==> config.mk <==
export PLATFORM = sky130hd
export DESIGN_NAME = utf8_stream_decoder_core
export DESIGN_NICKNAME = d
export VERILOG_FILES = /design/src/design/ustd_pkg.sv /design/src/design/ustd_fifo.sv /design/src/design/ustd_front.sv /design/src/design/ustd_back.sv /design/src/design/utf8_stream_decoder_core.sv
export SDC_FILE = /design/constraint.sdc
export NUM_CORES = 1
export LEC_CHECK = 0
export BUFFER_PORTS_ARGS = -buffer_cell sky130_fd_sc_hd__buf_2
export CAP_MARGIN = 20
export CORE_MARGIN = 5
export CORE_UTILIZATION = 60
export DETAILED_ROUTE_END_ITERATION = 10
export PLACE_DENSITY = 0.8
export SYNTH_ARGS = -nofsm -noshare
export SYNTH_HDL_FRONTEND = slang
export SYNTH_SLANG_ARGS = --single-unit
==> constraint.sdc <==
create_clock -name clk -period 5.2 [get_ports clk]
set_input_delay 0 -clock clk [delete_from_list [all_inputs] [get_ports clk]]
set_output_delay 0 -clock clk [all_outputs]
set_load 0.02 [all_outputs]
==> src/design/ustd_pkg.sv <==
`timescale 1ns / 1ps
// ustd_pkg: types and constants shared by the utf-8 stream decoder modules
// no dependencies

package ustd_pkg;

  localparam int unsigned MAX_SEQ_BYTES = 6;
  localparam int unsigned QUEUE_DEPTH   = 2;

  localparam int unsigned CP_W   = 31;
  localparam int unsigned CNT_W  = 16;
  localparam int unsigned PEND_W = 3;
  localparam int unsigned PAY_W  = 7;

  localparam logic [CNT_W-1:0] CNT_MAX = {CNT_W{1'b1}};

  typedef struct packed {
    logic [7:0] data_byte;
    logic       end_of_buffer;
  } in_item_t;

  typedef struct packed {
    logic [CP_W-1:0]  code_point;
    logic             error;
    logic             last;
    logic [CNT_W-1:0] char_count;
  } out_item_t;

  typedef enum logic [1:0] {
    CLS_ASCII = 2'd0,
    CLS_CONT  = 2'd1,
    CLS_LEAD  = 2'd2,
    CLS_BAD   = 2'd3
  } byte_cls_t;

  // classified byte handed from the front end to the decode stage
  typedef struct packed {
    byte_cls_t         cls;
    logic [PEND_W-1:0] lead_pend;
    logic [PAY_W-1:0]  payload;
    logic              eob;
  } mid_item_t;

endpackage

==> src/design/ustd_fifo.sv <==
`timescale 1ns / 1ps
// ustd_fifo: small register-based queue with registered occupancy
// standalone, no package dependency

module ustd_fifo #(
  parameter int unsigned WIDTH = 8,
  parameter int unsigned DEPTH = 2
) (
  input  logic             clk,
  input  logic             rst_n,
  input  logic             push,
  input  logic [WIDTH-1:0] item_in,
  output logic             full,
  input  logic             pop,
  output logic [WIDTH-1:0] item_out,
  output logic             empty
);

  localparam int unsigned PW = (DEPTH > 1) ? $clog2(DEPTH) : 1;
  localparam int unsigned CW = $clog2(DEPTH + 1);

  logic [WIDTH-1:0] mem_r [DEPTH];
  logic [PW-1:0]    wr_ptr_r, wr_ptr_nxt;
  logic [PW-1:0]    rd_ptr_r, rd_ptr_nxt;
  logic [CW-1:0]    count_r, count_nxt;
  logic             do_push, do_pop;

  assign full     = (count_r == CW'(DEPTH));
  assign empty    = (count_r == '0);
  assign do_push  = push && !full;
  assign do_pop   = pop && !empty;
  assign item_out = mem_r[rd_ptr_r];

  always_comb begin
    wr_ptr_nxt = wr_ptr_r;
    rd_ptr_nxt = rd_ptr_r;
    count_nxt  = count_r;
    if (do_push) begin
      wr_ptr_nxt = (wr_ptr_r == PW'(DEPTH - 1)) ? '0 : wr_ptr_r + 1'b1;
    end
    if (do_pop) begin
      rd_ptr_nxt = (rd_ptr_r == PW'(DEPTH - 1)) ? '0 : rd_ptr_r + 1'b1;
    end
    if (do_push && !do_pop) begin
      count_nxt = count_r + 1'b1;
    end else if (do_pop && !do_push) begin
      count_nxt = count_r - 1'b1;
    end
  end

  always_ff @(posedge clk) begin
    if (!rst_n) begin
      wr_ptr_r <= '0;
      rd_ptr_r <= '0;
      count_r  <= '0;
    end else begin
      wr_ptr_r <= wr_ptr_nxt;
      rd_ptr_r <= rd_ptr_nxt;
      count_r  <= count_nxt;
    end
  end

  always_ff @(posedge clk) begin
    if (do_push) begin
      mem_r[wr_ptr_r] <= item_in;
    end
  end

endmodule

==> src/design/ustd_front.sv <==
`timescale 1ns / 1ps
// ustd_front: input handshake and byte classification (ascii, continuation, lead, bad)
// depends on ustd_pkg

module ustd_front (
  input  logic                in_push,
  input  ustd_pkg::in_item_t  in_data,
  output logic                in_full,
  input  logic                mid_full,
  output logic                mid_push,
  output ustd_pkg::mid_item_t mid_item
);

  import ustd_pkg::*;

  logic [7:0]        b;
  logic [PEND_W-1:0] pend;
  logic [PAY_W-1:0]  lead_pay;
  logic              is_lead;

  assign b        = in_data.data_byte;
  assign in_full  = mid_full;
  assign mid_push = in_push;

  // lead byte length from the run of leading ones
  always_comb begin
    is_lead  = 1'b1;
    pend     = '0;
    lead_pay = '0;
    if (b[7:5] == 3'b110) begin
      pend     = PEND_W'(1);
      lead_pay = {2'b00, b[4:0]};
    end else if (b[7:4] == 4'b1110) begin
      pend     = PEND_W'(2);
      lead_pay = {3'b000, b[3:0]};
    end else if (b[7:3] == 5'b11110) begin
      pend     = PEND_W'(3);
      lead_pay = {4'b0000, b[2:0]};
    end else if (b[7:2] == 6'b111110) begin
      pend     = PEND_W'(4);
      lead_pay = {5'b00000, b[1:0]};
    end else if (b[7:1] == 7'b1111110) begin
      pend     = PEND_W'(5);
      lead_pay = {6'b000000, b[0]};
    end else begin
      is_lead  = 1'b0;
    end
  end

  always_comb begin
    mid_item.eob       = in_data.end_of_buffer;
    mid_item.lead_pend = '0;
    mid_item.payload   = '0;
    if (!b[7]) begin
      mid_item.cls     = CLS_ASCII;
      mid_item.payload = b[6:0];
    end else if (b[7:6] == 2'b10) begin
      mid_item.cls     = CLS_CONT;
      mid_item.payload = {1'b0, b[5:0]};
    end else if (is_lead && ({1'b0, pend} < 4'(MAX_SEQ_BYTES))) begin
      mid_item.cls       = CLS_LEAD;
      mid_item.lead_pend = pend;
      mid_item.payload   = lead_pay;
    end else begin
      mid_item.cls     = CLS_BAD;
    end
  end

endmodule

==> src/design/ustd_back.sv <==
`timescale 1ns / 1ps
// ustd_back: decode state (partial value, pending bytes, drop flag, count) and result build
// depends on ustd_pkg

module ustd_back (
  input  logic                  clk,
  input  logic                  rst_n,
  input  logic                  cfg_we,
  input  logic [ustd_pkg::CNT_W-1:0] cfg_wdata,
  input  logic                  mid_empty,
  input  ustd_pkg::mid_item_t   mid_item,
  output logic                  mid_pop,
  input  logic                  res_full,
  output logic                  res_push,
  output ustd_pkg::out_item_t   res_item
);

  import ustd_pkg::*;

  logic [CNT_W-1:0]  limit_r;
  logic [CP_W-1:0]   pv_r, pv_nxt;
  logic [PEND_W-1:0] pend_r, pend_nxt;
  logic              drop_r, drop_nxt;
  logic [CNT_W-1:0]  cnt_r, cnt_nxt;

  logic              stopped, err, done, emit, go;
  logic [CP_W-1:0]   cp, shifted;

  assign go      = !mid_empty && !res_full;
  assign mid_pop = go;
  assign stopped = (limit_r != '0) && (cnt_r >= limit_r) && (pend_r == '0);
  assign shifted = {pv_r[CP_W-7:0], mid_item.payload[5:0]};

  always_comb begin
    pv_nxt   = pv_r;
    pend_nxt = pend_r;
    drop_nxt = drop_r;
    cnt_nxt  = cnt_r;
    err      = 1'b0;
    done     = 1'b0;
    emit     = 1'b0;
    cp       = '0;
    res_push = 1'b0;
    res_item = '{code_point: '0, error: 1'b0, last: 1'b0, char_count: '0};

    if (!drop_r && !stopped) begin
      if (pend_r == '0) begin
        case (mid_item.cls)
          CLS_ASCII: begin
            cp   = CP_W'(mid_item.payload);
            done = 1'b1;
          end
          CLS_LEAD: begin
            pv_nxt   = CP_W'(mid_item.payload);
            pend_nxt = mid_item.lead_pend;
          end
          default: err = 1'b1;
        endcase
      end else if (mid_item.cls == CLS_CONT) begin
        pv_nxt   = shifted;
        pend_nxt = pend_r - 1'b1;
        if (pend_r == PEND_W'(1)) begin
          cp     = shifted;
          pv_nxt = '0;
          done   = 1'b1;
        end
      end else begin
        err = 1'b1;
      end

      if (done) begin
        if (cnt_r != CNT_MAX) begin
          cnt_nxt = cnt_r + 1'b1;
        end
        emit = (limit_r != '0);
      end
      // buffer ends in the middle of a sequence
      if (mid_item.eob && (pend_nxt != '0)) begin
        err = 1'b1;
      end
      if (err) begin
        drop_nxt = 1'b1;
        pend_nxt = '0;
        pv_nxt   = '0;
      end
    end

    res_item.char_count = cnt_nxt;
    if (mid_item.eob) begin
      res_push            = go;
      res_item.code_point = (emit && !drop_nxt) ? cp : '0;
      res_item.error      = drop_nxt;
      res_item.last       = 1'b1;
      pv_nxt   = '0;
      pend_nxt = '0;
      drop_nxt = 1'b0;
      cnt_nxt  = '0;
    end else if (err) begin
      res_push       = go;
      res_item.error = 1'b1;
    end else if (emit) begin
      res_push            = go;
      res_item.code_point = cp;
    end
  end

  always_ff @(posedge clk) begin
    if (!rst_n) begin
      limit_r <= '0;
      pv_r    <= '0;
      pend_r  <= '0;
      drop_r  <= 1'b0;
      cnt_r   <= '0;
    end else begin
      if (cfg_we) begin
        limit_r <= cfg_wdata;
      end
      if (go) begin
        pv_r   <= pv_nxt;
        pend_r <= pend_nxt;
        drop_r <= drop_nxt;
        cnt_r  <= cnt_nxt;
      end
    end
  end

endmodule

==> src/design/utf8_stream_decoder_core.sv <==
`timescale 1ns / 1ps
// utf8_stream_decoder_core: legacy utf-8 (one to six byte) stream decoder, top level
// depends on ustd_pkg, ustd_front, ustd_fifo, ustd_back
//
// usage:
//   input side is a queue: drive in_data and raise in_push; the byte is taken
//   at an edge where in_full is low. end_of_buffer marks the final byte.
//   result side is a queue: while out_empty is low the oldest result is on
//   out_data; raise out_pop to take it.
//   cfg_we/cfg_wdata write char_limit (0 = count only); write only when idle.
// timing:
//   one byte per cycle sustained while the result queue is not full; a byte taken
//   is registered in the byte queue, the decode stage reads it from there and
//   registers any result in the result queue, whose head shows on out_data.
//   the decode stage updates its state once per byte, which sets the rate.
// stalls and reset:
//   when out_pop stays low the result queue fills, the decode stage holds,
//   and then the byte queue fills and raises in_full. no byte is lost.
//   rst_n (synchronous, active low) empties both queues, clears the decode
//   state and sets char_limit to 0.

module utf8_stream_decoder_core #(
  parameter int unsigned QUEUE_DEPTH = ustd_pkg::QUEUE_DEPTH
) (
  input  logic                       clk,
  input  logic                       rst_n,
  input  logic                       in_push,
  input  ustd_pkg::in_item_t         in_data,
  output logic                       in_full,
  output logic                       out_empty,
  input  logic                       out_pop,
  output ustd_pkg::out_item_t        out_data,
  input  logic                       cfg_we,
  input  logic [ustd_pkg::CNT_W-1:0] cfg_wdata
);

  import ustd_pkg::*;

  mid_item_t mid_in, mid_out;
  out_item_t res_item;
  logic      mid_push, mid_full, mid_empty, mid_pop;
  logic      res_push, res_full;

  ustd_front u_front (
    .in_push  (in_push),
    .in_data  (in_data),
    .in_full  (in_full),
    .mid_full (mid_full),
    .mid_push (mid_push),
    .mid_item (mid_in)
  );

  ustd_fifo #(
    .WIDTH ($bits(mid_item_t)),
    .DEPTH (QUEUE_DEPTH)
  ) u_mid_q (
    .clk      (clk),
    .rst_n    (rst_n),
    .push     (mid_push),
    .item_in  (mid_in),
    .full     (mid_full),
    .pop      (mid_pop),
    .item_out (mid_out),
    .empty    (mid_empty)
  );

  ustd_back u_back (
    .clk       (clk),
    .rst_n     (rst_n),
    .cfg_we    (cfg_we),
    .cfg_wdata (cfg_wdata),
    .mid_empty (mid_empty),
    .mid_item  (mid_out),
    .mid_pop   (mid_pop),
    .res_full  (res_full),
    .res_push  (res_push),
    .res_item  (res_item)
  );

  ustd_fifo #(
    .WIDTH ($bits(out_item_t)),
    .DEPTH (QUEUE_DEPTH)
  ) u_res_q (
    .clk      (clk),
    .rst_n    (rst_n),
    .push     (res_push),
    .item_in  (res_item),
    .full     (res_full),
    .pop      (out_pop),
    .item_out (out_data),
    .empty    (out_empty)
  );

endmodule
# After elaboration in Yosys (flattened, before gate mapping)
# Memories as Yosys holds them, arrays and structs flattened. A register that Yosys moved wholly into a read port is not among the register bits.
# Index checks and enable logic that the tools add are counted.
[word_totals]
register_bits = 69
latch_bits = 0
ramBits = 124
mem_bits_ro = 0
inputBits = 30
n_memories = 2
[classes]
addsub = 10
mul = 0
n_div = 0
order_cmp = 2
n_eq_ne = 13
shift = 0
mux = 87
bitwise = 0
n_reduce_logical = 39
[memory_table]
columns = ["name", "depth", "word_bits", "rd", "rd_ports_with_merged_regs", "write_ports", "line_no", "source"]
rows = [
  ["u_res_q.mem_r", 2, 49, 1, 1, 1, "ustd_fifo.sv:22", "logic [WIDTH-1:0] mem_r [DEPTH];"],
  ["u_mid_q.mem_r", 2, 13, 1, 1, 1, "ustd_fifo.sv:22", ""],
]
[ops]
columns = ["operator", "count"]
rows = [
  ["two-way mux 31 bit", 7],
  ["two-way mux 25 bit", 7],
  ["two-way mux 16 bit", 4],
  ["two-way mux 7 bit", 7],
  ["two-way mux 3 bit", 14],
  ["two-way mux 1 bit", 40],
  ["two-way mux 32 bit", 1],
  ["adder 16 x 1 -> 16 bit (second input constant)", 1],
  ["greater-or-equal comparator 16 bit", 1],
  ["!= test 16 bit (second input constant)", 1],
  ["nonzero test 16 bit", 1],
  ["logical AND 1 bit", 15],
  ["two-way mux 2 bit", 6],
  ["logical NOT 1 bit", 11],
  ["two-way mux 10 bit", 1],
  ["equality test 2 bit (second input constant)", 4],
  ["equality test 7 bit (second input constant)", 1],
  ["equality test 6 bit (second input constant)", 1],
  ["logical NOT 2 bit", 3],
  ["nonzero test 2 bit", 3],
  ["equality test 5 bit (second input constant)", 1],
  ["adder 1 bit (second input constant)", 4],
  ["adder 2 x 1 -> 2 bit (second input constant)", 2],
  ["equality test 4 bit (second input constant)", 1],
  ["other kinds (13)", 14],
]

# Longest topological paths before layout
# Gate-level depths: netlist (run 1).
[depth]
ltp_word = 18
depth_mapped = 13
ltp_nobuf = 12

# Cells and area by module
# Synthesis (run 1) repeated with hierarchy kept, for this count alone.
[unflattened]
cells_unflattened = 721
area_unflattened_um2 = 8913.5
[by_module_without_submodules]
columns = ["module", "instances", "cells_per_inst", "area_each_um2", "seq_area_each_um2"]
rows = [
  ["ustd_back", 1, 454, 3832.4, 1221.2],
  ["ustd_fifo (u_res_q)", 1, 177, 3762.4, 3042.9],
  ["ustd_fifo (u_mid_q)", 1, 65, 1166.1, 880.8],
  ["ustd_front", 1, 25, 152.6, 0.0],
]

# Worst setup path after synthesis (run 1)
# OpenSTA, ideal clock, no wires.
[synth_timing]
path_kind = "reg-to-reg"
startpoint = "register u_back.limit_r[6]"
endpoint = "memory u_res_q.mem_r[1][0] (netlist bit) (enable)"
setup_time_ns = 0.412
t_arrival_ns = 3.234
required_time_ns = 4.788
setup_slack_ns = 1.554
stages_incl_launch_ff = 10
path_buffers = 0
period_less_slack_ns = 3.646
path_cell_list = "dfxtp_1 -> inv_1 -> ha_1 -> a21o_1 -> a221oi_1 -> o21ai_1 -> a2111oi_4 -> o31ai_1 -> nor2_1 -> and2_1"
[synth_via]
elab_chain_cells = 12
elab_cells_between_ends = 15
classes_between = "order compare (1); mux (8); reduce/logical (6)"
[synth_lines]
columns = ["element", "line_no", "source"]
rows = [
  ["start: declaration", "ustd_back.sv:20", "logic [CNT_W-1:0] limit_r;"],
  ["start signal: assignment", "ustd_back.sv:116", "limit_r <= cfg_wdata;"],
  ["greater-or-equal comparator 16 bit or nonzero test 16 bit (tied branches)", "ustd_back.sv:31, ustd_back.sv:75", ""],
  ["logical AND 1 bit (2 in series)", "ustd_back.sv:31", "assign stopped = (limit_r != '0) && (cnt_r >= limit_r) && (pend_r == '0);"],
  ["logical NOT 1 bit", "ustd_back.sv:46", "if (!drop_r && !stopped) begin"],
  ["logical AND 1 bit", "ustd_back.sv:46", ""],
  ["two-way mux 1 bit", "ustd_back.sv:46", ""],
  ["two-way mux 1 bit", "ustd_back.sv:101", "end else if (emit) begin"],
  ["two-way mux 1 bit *", "ustd_back.sv:98", "end else if (err) begin"],
  ["two-way mux 1 bit *", "ustd_back.sv:89", "if (mid_item.eob) begin"],
  ["logical AND 1 bit *", "ustd_fifo.sv:30", "assign do_push = push && !full;"],
  ["named net u_res_q.do_push", "ustd_fifo.sv:26", "logic do_push, do_pop;"],
  ["two-way mux 1 bit *", "ustd_fifo.sv:64", "if (do_push) begin"],
  ["two-way mux 1 bit (not written as such) *", "ustd_fifo.sv:65", "mem_r[wr_ptr_r] <= item_in;"],
  ["end: declaration", "ustd_fifo.sv:22", ""],
]
# The timed path passes the listed nets; every way through them passes the cells marked *.

==> flow_summary_export.csv, run 1 <==
group,metric,value,unit
run_status,status,"finished, final reports clean",
clock_network,cts_buffers,17,
detailed_routing,remaining_drc_errors,0,
floorplan,initial_core_util,61.5,%
clock_network,cts_buffer_depth,2,
floorplan,fp.coreArea,14600,um^2
pwr,p_leak,3.97,nW
critical_path,crit_top_cell,"mux2i_1",
yosys,syn_nets,811,
detailed_routing,wirelength,18900,um
clock_network,cts_hold_buf,29,
clock_network,clock_latency,0.44,ns
global_route,grt_max_degree,50,
timing,relSlewSlack,35.0,%
critical_path,rr_endpoint,"u_res_q.mem_r[0][21]$_DFFE_PP_",
detailed_routing,first_iter_violations,528,
yosys,synth_seq_cells,195,
critical_path,reg2reg_depth,8,
clock_network,clk_pin_slew,0.07,ns
clock_network,postCtsSetupRepairBufs,0,
critical_path,crit_path_end_kind,"flip-flop",
cells_and_area,drive_above_1_share,21.1,%
yosys,yosysWarningCount,0,
timing,hold_viol,0,
critical_path,crit_slowest_cell,"dfxtp_1",
yosys,ys_seq_area_share,57.4,%
global_route,grt_pass1_wl,31100,um
floorplan,die_y,132,um
cells_and_area,areaGrowthSynthToFinish,15.8,%
pwr,seq_power_share,42.1,%
clock_network,clock-sinks,195,
cells_and_area,antenna_cells,0,
critical_path,worst-path-stages,8,
global_route,antenna_found_initial,0,
pwr,power_switching,1.82,mW
cells_and_area,register_area,5150,um^2
pwr,vdd_drop_max,363,uV
timing,finalSetupTns,0,ns
place,hpwl,12500,um
cells_and_area,final_cells,1056,
floorplan,die_x,132,um
timing,rsz0062_at_grt,"false",
timing,fmax,257,MHz
floorplan,pin_count,81,
cells_and_area,multi_input_area,3550,um^2
critical_path,critPathKind,"flip-flop to flip-flop",
pwr,power.share.switching,35.2,%
critical_path,crit_chain,"mux2i_1 -> mux2i_1 -> a2111oi_2 -> and2_1 -> nor3_1 -> or3_1 -> inv_2 -> buf_12",
detailed_routing,dr.pass1.iters,5,
timing,worst_pin_slew,0.975,ns
critical_path,worst-path-max-fanout,27,
global_route,grt.total_usage,21.9,%
yosys,synth_enable_flop_cells,124,
floorplan,rows,44,
detailed_routing,dr_total_vias,6159,
critical_path,path_buf_inv,2,
global_route,overflow,0,
place,io_buffers,80,
pwr,combPwrFrac,34.4,%
critical_path,cp.required,5.33,ns
yosys,yosys_most_used_dff,"edfxtp_1",
critical_path,slowest_delay,0.96,ns
cells_and_area,fin_nets,911,
clock_network,cts_resized,0,
critical_path,cpLargestDelayFamily,"flip-flops",
pwr,power.total,5.17,mW
timing,fin_crit,3.90,ns
job,drv_cap,0,
detailed_routing,antenna_left,0,
critical_path,start_kind,"flip-flop",
floorplan,dieArea,17500,um^2
timing,setup_viol,0,
cells_and_area,nFillCells,1016,
clock_network,htree_levels,4,
cells_and_area,layout.cells.most_common,"edfxtp_1",
yosys,ys_async_sr_fraction,0,%
pwr,power_density,498,nW/um^2
yosys,synth_area_per_cell,11.8,um^2
pwr,pwr-share-clk,23.4,%
clock_network,cts-root-buf,"clkbuf_16",
critical_path,worstPathArrival,4.03,ns
detailed_routing,vias_per_cell,5.83,
cells_and_area,most-common-layout-cells,"124 x edfxtp_1, 80 x buf_2, 74 x nand2_1, 70 x dfxtp_1, 54 x nor2_1",
yosys,netlist_area,8970,um^2
clock_network,cts_tree,"done",
min_path,min_path_type,"primary input to flip-flop",
timing,timing.final.crit_share,75.0,%
place,place.gp.congestion,0.908,
place,dp_cells,992,
timing,finalMaxSlewViolations,0,
critical_path,worst-r2r-setup-slack,1.30,ns
yosys,syn_inst,759,
global_route,first_global_vias,6263,
critical_path,cp-endpoint,"u_res_q.mem_r[0][21]$_DFFE_PP_",
yosys,ys_types,62,
pwr,p_int,3.35,mW
detailed_routing,wl_per_cell,17.9,um
timing,fin_skew,0.00738,ns
-- cells in the mapped netlist, types with 3 or more instances --
library cell | number | share of area [%]
o31a_1 | 7 | 0.68
nor2b_1 | 5 | 0.35
o211ai_1 | 5 | 0.42
o21ai_0 | 15 | 0.84
and3_1 | 15 | 1.0
xor2_1 | 12 | 1.2
nor3_1 | 11 | 0.61
dfxtp_1 | 71 | 16
or2_1 | 9 | 0.63
inv_1 | 31 | 1.3
o21ai_1 | 4 | 0.22
nand2b_1 | 6 | 0.42
nor2_1 | 54 | 2.3
buf_2 | 7 | 0.39
and2_1 | 30 | 2.1
buf_4 | 3 | 0.25
clkbuf_1 | 22 | 0.92
xnor2_1 | 7 | 0.68
a31o_2 | 5 | 0.49
o22a_1 | 3 | 0.29
nand4_1 | 7 | 0.49
mux2i_1 | 53 | 5.9
a211o_1 | 3 | 0.29
nand3_1 | 16 | 0.89
ha_1 | 22 | 3.1
a21boi_0 | 5 | 0.42
edfxtp_1 | 124 | 42
a21oi_1 | 14 | 0.78
buf_1 | 4 | 0.17
mux2_2 | 53 | 6.7
nor4_1 | 7 | 0.49
a31oi_1 | 15 | 1.0
nand2_1 | 74 | 3.1
or3_1 | 5 | 0.35
-- sequential cells by signal, summed over array words and instances (netlist names), named ones only --
signal            flops
u_mid_q.count_r       2
u_mid_q.rd_ptr_r      1
u_back.pv_r          25
u_mid_q.wr_ptr_r      1
u_back.limit_r       16
u_res_q.count_r       2
u_back.cnt_r         16
u_mid_q.mem_r        26
u_res_q.mem_r        98
u_back.pend_r         3
u_res_q.wr_ptr_r      1
u_res_q.rd_ptr_r      1
u_back.drop_r         1
-- through the flow --
stage                     setup slack (ns)  hold slack [ns]  area [um^2]  util (%)
after floorplan                       1.55           0.0989         8970         -
after CTS                             1.10          0.00416        10300      70.9
final                                 1.30           0.0256        10400      71.2
after detailed placement              1.10            0.199         9510      65.2
after global placement                1.30            0.190         9470      64.9
after global routing                  1.07           0.0421        10400      71.2
-- worst min path at each step --
| stage | startpoint | endpoint | slack (ns) | depth (start not counted) |
|---|---|---|---|---|
| final | out_pop | flip-flop | 0.03 | 4 |
| after global routing | out_pop | flip-flop | 0.04 | 4 |
| after CTS | out_pop | flip-flop | 0.004 | 4 |
| after detailed placement | in_data[0] | u_mid_q.mem_r[1][0]$_DFFE_PP_ | 0.20 | 1 |
| after global placement | in_data[0] | u_mid_q.mem_r[0][0]$_DFFE_PP_ | 0.19 | 1 |
| after floorplan | in_data[0] | u_mid_q.mem_r[0][0]$_DFFE_PP_ | 0.1 | 0 |
-- power groups by stage --
stage | Clock [mW] | Sequential (mW) | Combinational, mW
finish | 1.21 | 2.18 | 1.78
global route | 1.29 | 2.22 | 1.92
CTS | 1.22 | 2.19 | 1.75
detailed placement | 0 | 2.22 | 1.73
global placement | 0 | 2.23 | 1.64
floorplan | 0 | 2.15 | 1.29
-- tightest hold or removal path: stages --
cell and delay [ns]:
buf_2 0.09, o21ai_0 0.14, xor2_1 0.11, nor2_1 0.08
-- cells by family after synthesis --
family          share of synthesized area, %
mux                                     12.9
fa+ha+maj                               3.07
simple gates                            13.6
xor+xnor                                1.86
flops                                   57.4
compound gates                          8.11
buf+inv                                 3.03
-- area by class of cell --
| class | instances | area share (%) |
|---|---|---|
| sequential | 195 | 49.5 |
| multi-input combinational | 497 | 34.2 |
| timing repair buffer | 117 | 7.65 |
| clock buffer | 18 | 4.23 |
| tap | 184 | 2.22 |
| inverter | 31 | 1.12 |
| clock inverter | 14 | 1.04 |
-- per-layer routing --
layer | global-route usage [%] | share of wire (%)
met1 | 29.7 | 45
met2 | 34.4 | 47
met4 | 7.92 | 2.7
met5 | 0 | 0
met3 | 5.53 | 5.6
No activity file was read; power rests on OpenSTA's default activity.
==> run 2, diff against run 1 <==
- CORE_UTILIZATION: 60 -> 54
- PLACE_DENSITY: 0.8 -> 0.76
- clock period: 5.2 -> 3.5 ns (I/O delays scaled with it)
==> run 2 against run 1 <==
  * Design area increased by 1.7%
  * Highest routed layer unchanged
  * Combinational power grew 50%
  * Via count hardly changed
==> flow_summary_export.csv, run 2 (same netlist as run 1, synthesis figures left out) <==
group,metric,value,unit
run_status,status,"finished, final reports clean",
floorplan,initial_core_util,54.5,%
clock_network,htree_levels,4,
job,drv_cap,0,
critical_path,start_kind,"flip-flop",
floorplan,dieArea,19300,um^2
detailed_routing,dr.pass1.iters,5,
critical_path,reg2reg_depth,11,
critical_path,worst-path-max-fanout,6,
global_route,overflow,0,
detailed_routing,met3_length,857,um
global_route,grt_max_degree,50,
critical_path,worstPathArrival,3.52,ns
pwr,p_int,5.16,mW
clock_network,postCtsSetupRepairBufs,0,
critical_path,worst-r2r-setup-slack,0.35,ns
critical_path,rr_endpoint,"u_res_q.count_r[1]$_SDFFE_PN0P_",
timing,hold_viol,0,
pwr,pwr-share-clk,25.1,%
cells_and_area,fin_util,64.1,%
timing,relSlewSlack,46.4,%
cells_and_area,regMostFlops,"u_res_q.mem_r",
clock_network,cts_tree,"done",
clock_network,cts_buffer_depth,2,
place,place.gp.congestion,0.870,
global_route,grt_pass1_wl,30900,um
pwr,vdd_drop_max,452,uV
timing,rsz0062_at_grt,"false",
timing,timing.final.crit_share,90.1,%
global_route,first_global_vias,6234,
detailed_routing,met1_length,8570,um
global_route,antenna_found_initial,0,
floorplan,rows,47,
timing,fin_crit,3.15,ns
critical_path,crit_path_end_kind,"flip-flop",
timing,fmax,317,MHz
detailed_routing,wl_per_cell,16.9,um
detailed_routing,wirelength,18600,um
pwr,seq_power_share,41.1,%
critical_path,critPathKind,"flip-flop to flip-flop",
floorplan,fp.coreArea,16500,um^2
detailed_routing,antenna_left,0,
timing,setup_viol,0,
clock_network,clock-sinks,195,
clock_network,clock_latency,0.44,ns
floorplan,die_x,139,um
timing,fin_skew,0.00996,ns
place,io_buffers,80,
cells_and_area,drive_above_1_share,22.1,%
critical_path,r2r-start,"u_back.cnt_r[0]$_SDFFE_PN0P_",
global_route,grt.total_usage,19.6,%
min_path,whs_path_depth,3,
cells_and_area,antenna_cells,0,
pwr,power.total,7.87,mW
clock_network,clk_pin_slew,0.07,ns
clock_network,cts_buffers,17,
detailed_routing,vias_per_cell,5.59,
detailed_routing,first_iter_violations,452,
min_path,min_from,"cfg_we",
clock_network,cts-root-buf,"clkbuf_16",
pwr,power_switching,2.72,mW
cells_and_area,areaGrowthSynthToFinish,17.7,%
timing,finalMaxSlewViolations,0,
place,hpwl,12700,um
critical_path,cp.required,3.86,ns
cells_and_area,fin_nets,921,
timing,finalSetupTns,0,ns
floorplan,die_y,139,um
detailed_routing,dr_total_vias,6155,
place,placed_cell_area,9640,um^2
pwr,p_leak,4.04,nW
min_path,min_path_type,"primary input to flip-flop",
cells_and_area,largest_registers,"u_res_q.mem_r (98), u_mid_q.mem_r (26), u_back.pv_r (25)",
detailed_routing,top_layer,"met4",
pwr,power.share.switching,34.5,%
pwr,power_density,746,nW/um^2
timing,worst_pin_slew,0.801,ns
cells_and_area,layout.cells.most_common,"edfxtp_1",
min_path,min_to,"u_back.limit_r[1]$_SDFFE_PN0P_",
cells_and_area,largest_register_ffs,98,
pwr,combPwrFrac,33.9,%
floorplan,pin_count,81,
cells_and_area,stdcell_area,10600,um^2
cells_and_area,most-common-layout-cells,"124 x edfxtp_1, 80 x buf_2, 74 x nand2_1, 70 x dfxtp_1, 54 x nor2_1",
detailed_routing,remaining_drc_errors,0,
detailed_routing,dr_wl_met2,8700,um
[run 2: routing by layer]
layer / global-route usage, % / vias to the layer above
met5: 0 / -
met1: 26.2 / 2950
met2: 31.6 / 174
li1: - / 2992
met4: 8.08 / 0
met3: 3.62 / 39
[run 2: worst max-delay path by stage]
stage | from | to
finish | u_back.cnt_r[0]$_SDFFE_PN0P_ | u_res_q.count_r[1]$_SDFFE_PN0P_
floorplan | u_back.limit_r[6]$_SDFFE_PN0P_ | u_res_q.mem_r[0][0]$_DFFE_PP_
detailed placement | u_back.cnt_r[6]$_SDFFE_PN0P_ | u_res_q.mem_r[0][47]$_DFFE_PP_
CTS | u_back.cnt_r[0]$_SDFFE_PN0P_ | u_res_q.count_r[1]$_SDFFE_PN0P_
global placement | u_back.cnt_r[6]$_SDFFE_PN0P_ | u_res_q.mem_r[0][7]$_DFFE_PP_
global route | u_back.cnt_r[0]$_SDFFE_PN0P_ | u_res_q.count_r[1]$_SDFFE_PN0P_
[run 2: cell type report]
class	instances	area, um^2
fillers	1264	5910
flip-flops and latches	195	5150
multi-input cells	497	3550
repair buffers	127	853
clock buffers	18	439
well taps	220	275
clock inverters	14	171
inverters	31	120
[run 2: timing repair]
item / CTS / global route
hold buffers: 30 / 0
resized for setup: 0 / 0
endpoints found under the hold margin: 44 / 0
[run 2: critical path: stages, from the launching register on]
cell       delay [ns]
dfxtp_1          0.40
inv_1            0.11
ha_1             0.30
nand2b_1         0.13
a31oi_1          0.09
o21ai_1          0.30
a2111oi_4        0.13
o31ai_1          0.63
nor2_1           0.13
ha_1             0.34
or3_1            0.37
a21oi_1          0.15
[run 2: power by group through the flow]
stage / Clock, mW / Sequential (mW) / Combinational, mW
2_1_floorplan: 0 / 3.19 / 1.93
3_3_place_gp: 0 / 3.25 / 2.59
4_1_cts: 2.01 / 3.24 / 2.68
5_1_grt: 2.09 / 3.29 / 2.88
6_report: 1.97 / 3.23 / 2.67
3_5_place_dp: 0 / 3.29 / 2.64
[run 2: per-stage QoR]
| stage | instances | setup WS [ns] | hold WS (ns) |
|---|---|---|---|
| floorplan | 759 | 0.305 | 0.0989 |
| global placement | 1039 | 0.486 | 0.196 |
| detailed placement | 1039 | 0.441 | 0.196 |
| CTS | 1101 | 0.389 | 0.0806 |
| global route | 1102 | 0.126 | 0.103 |
| finish | 1102 | 0.346 | 0.0877 |
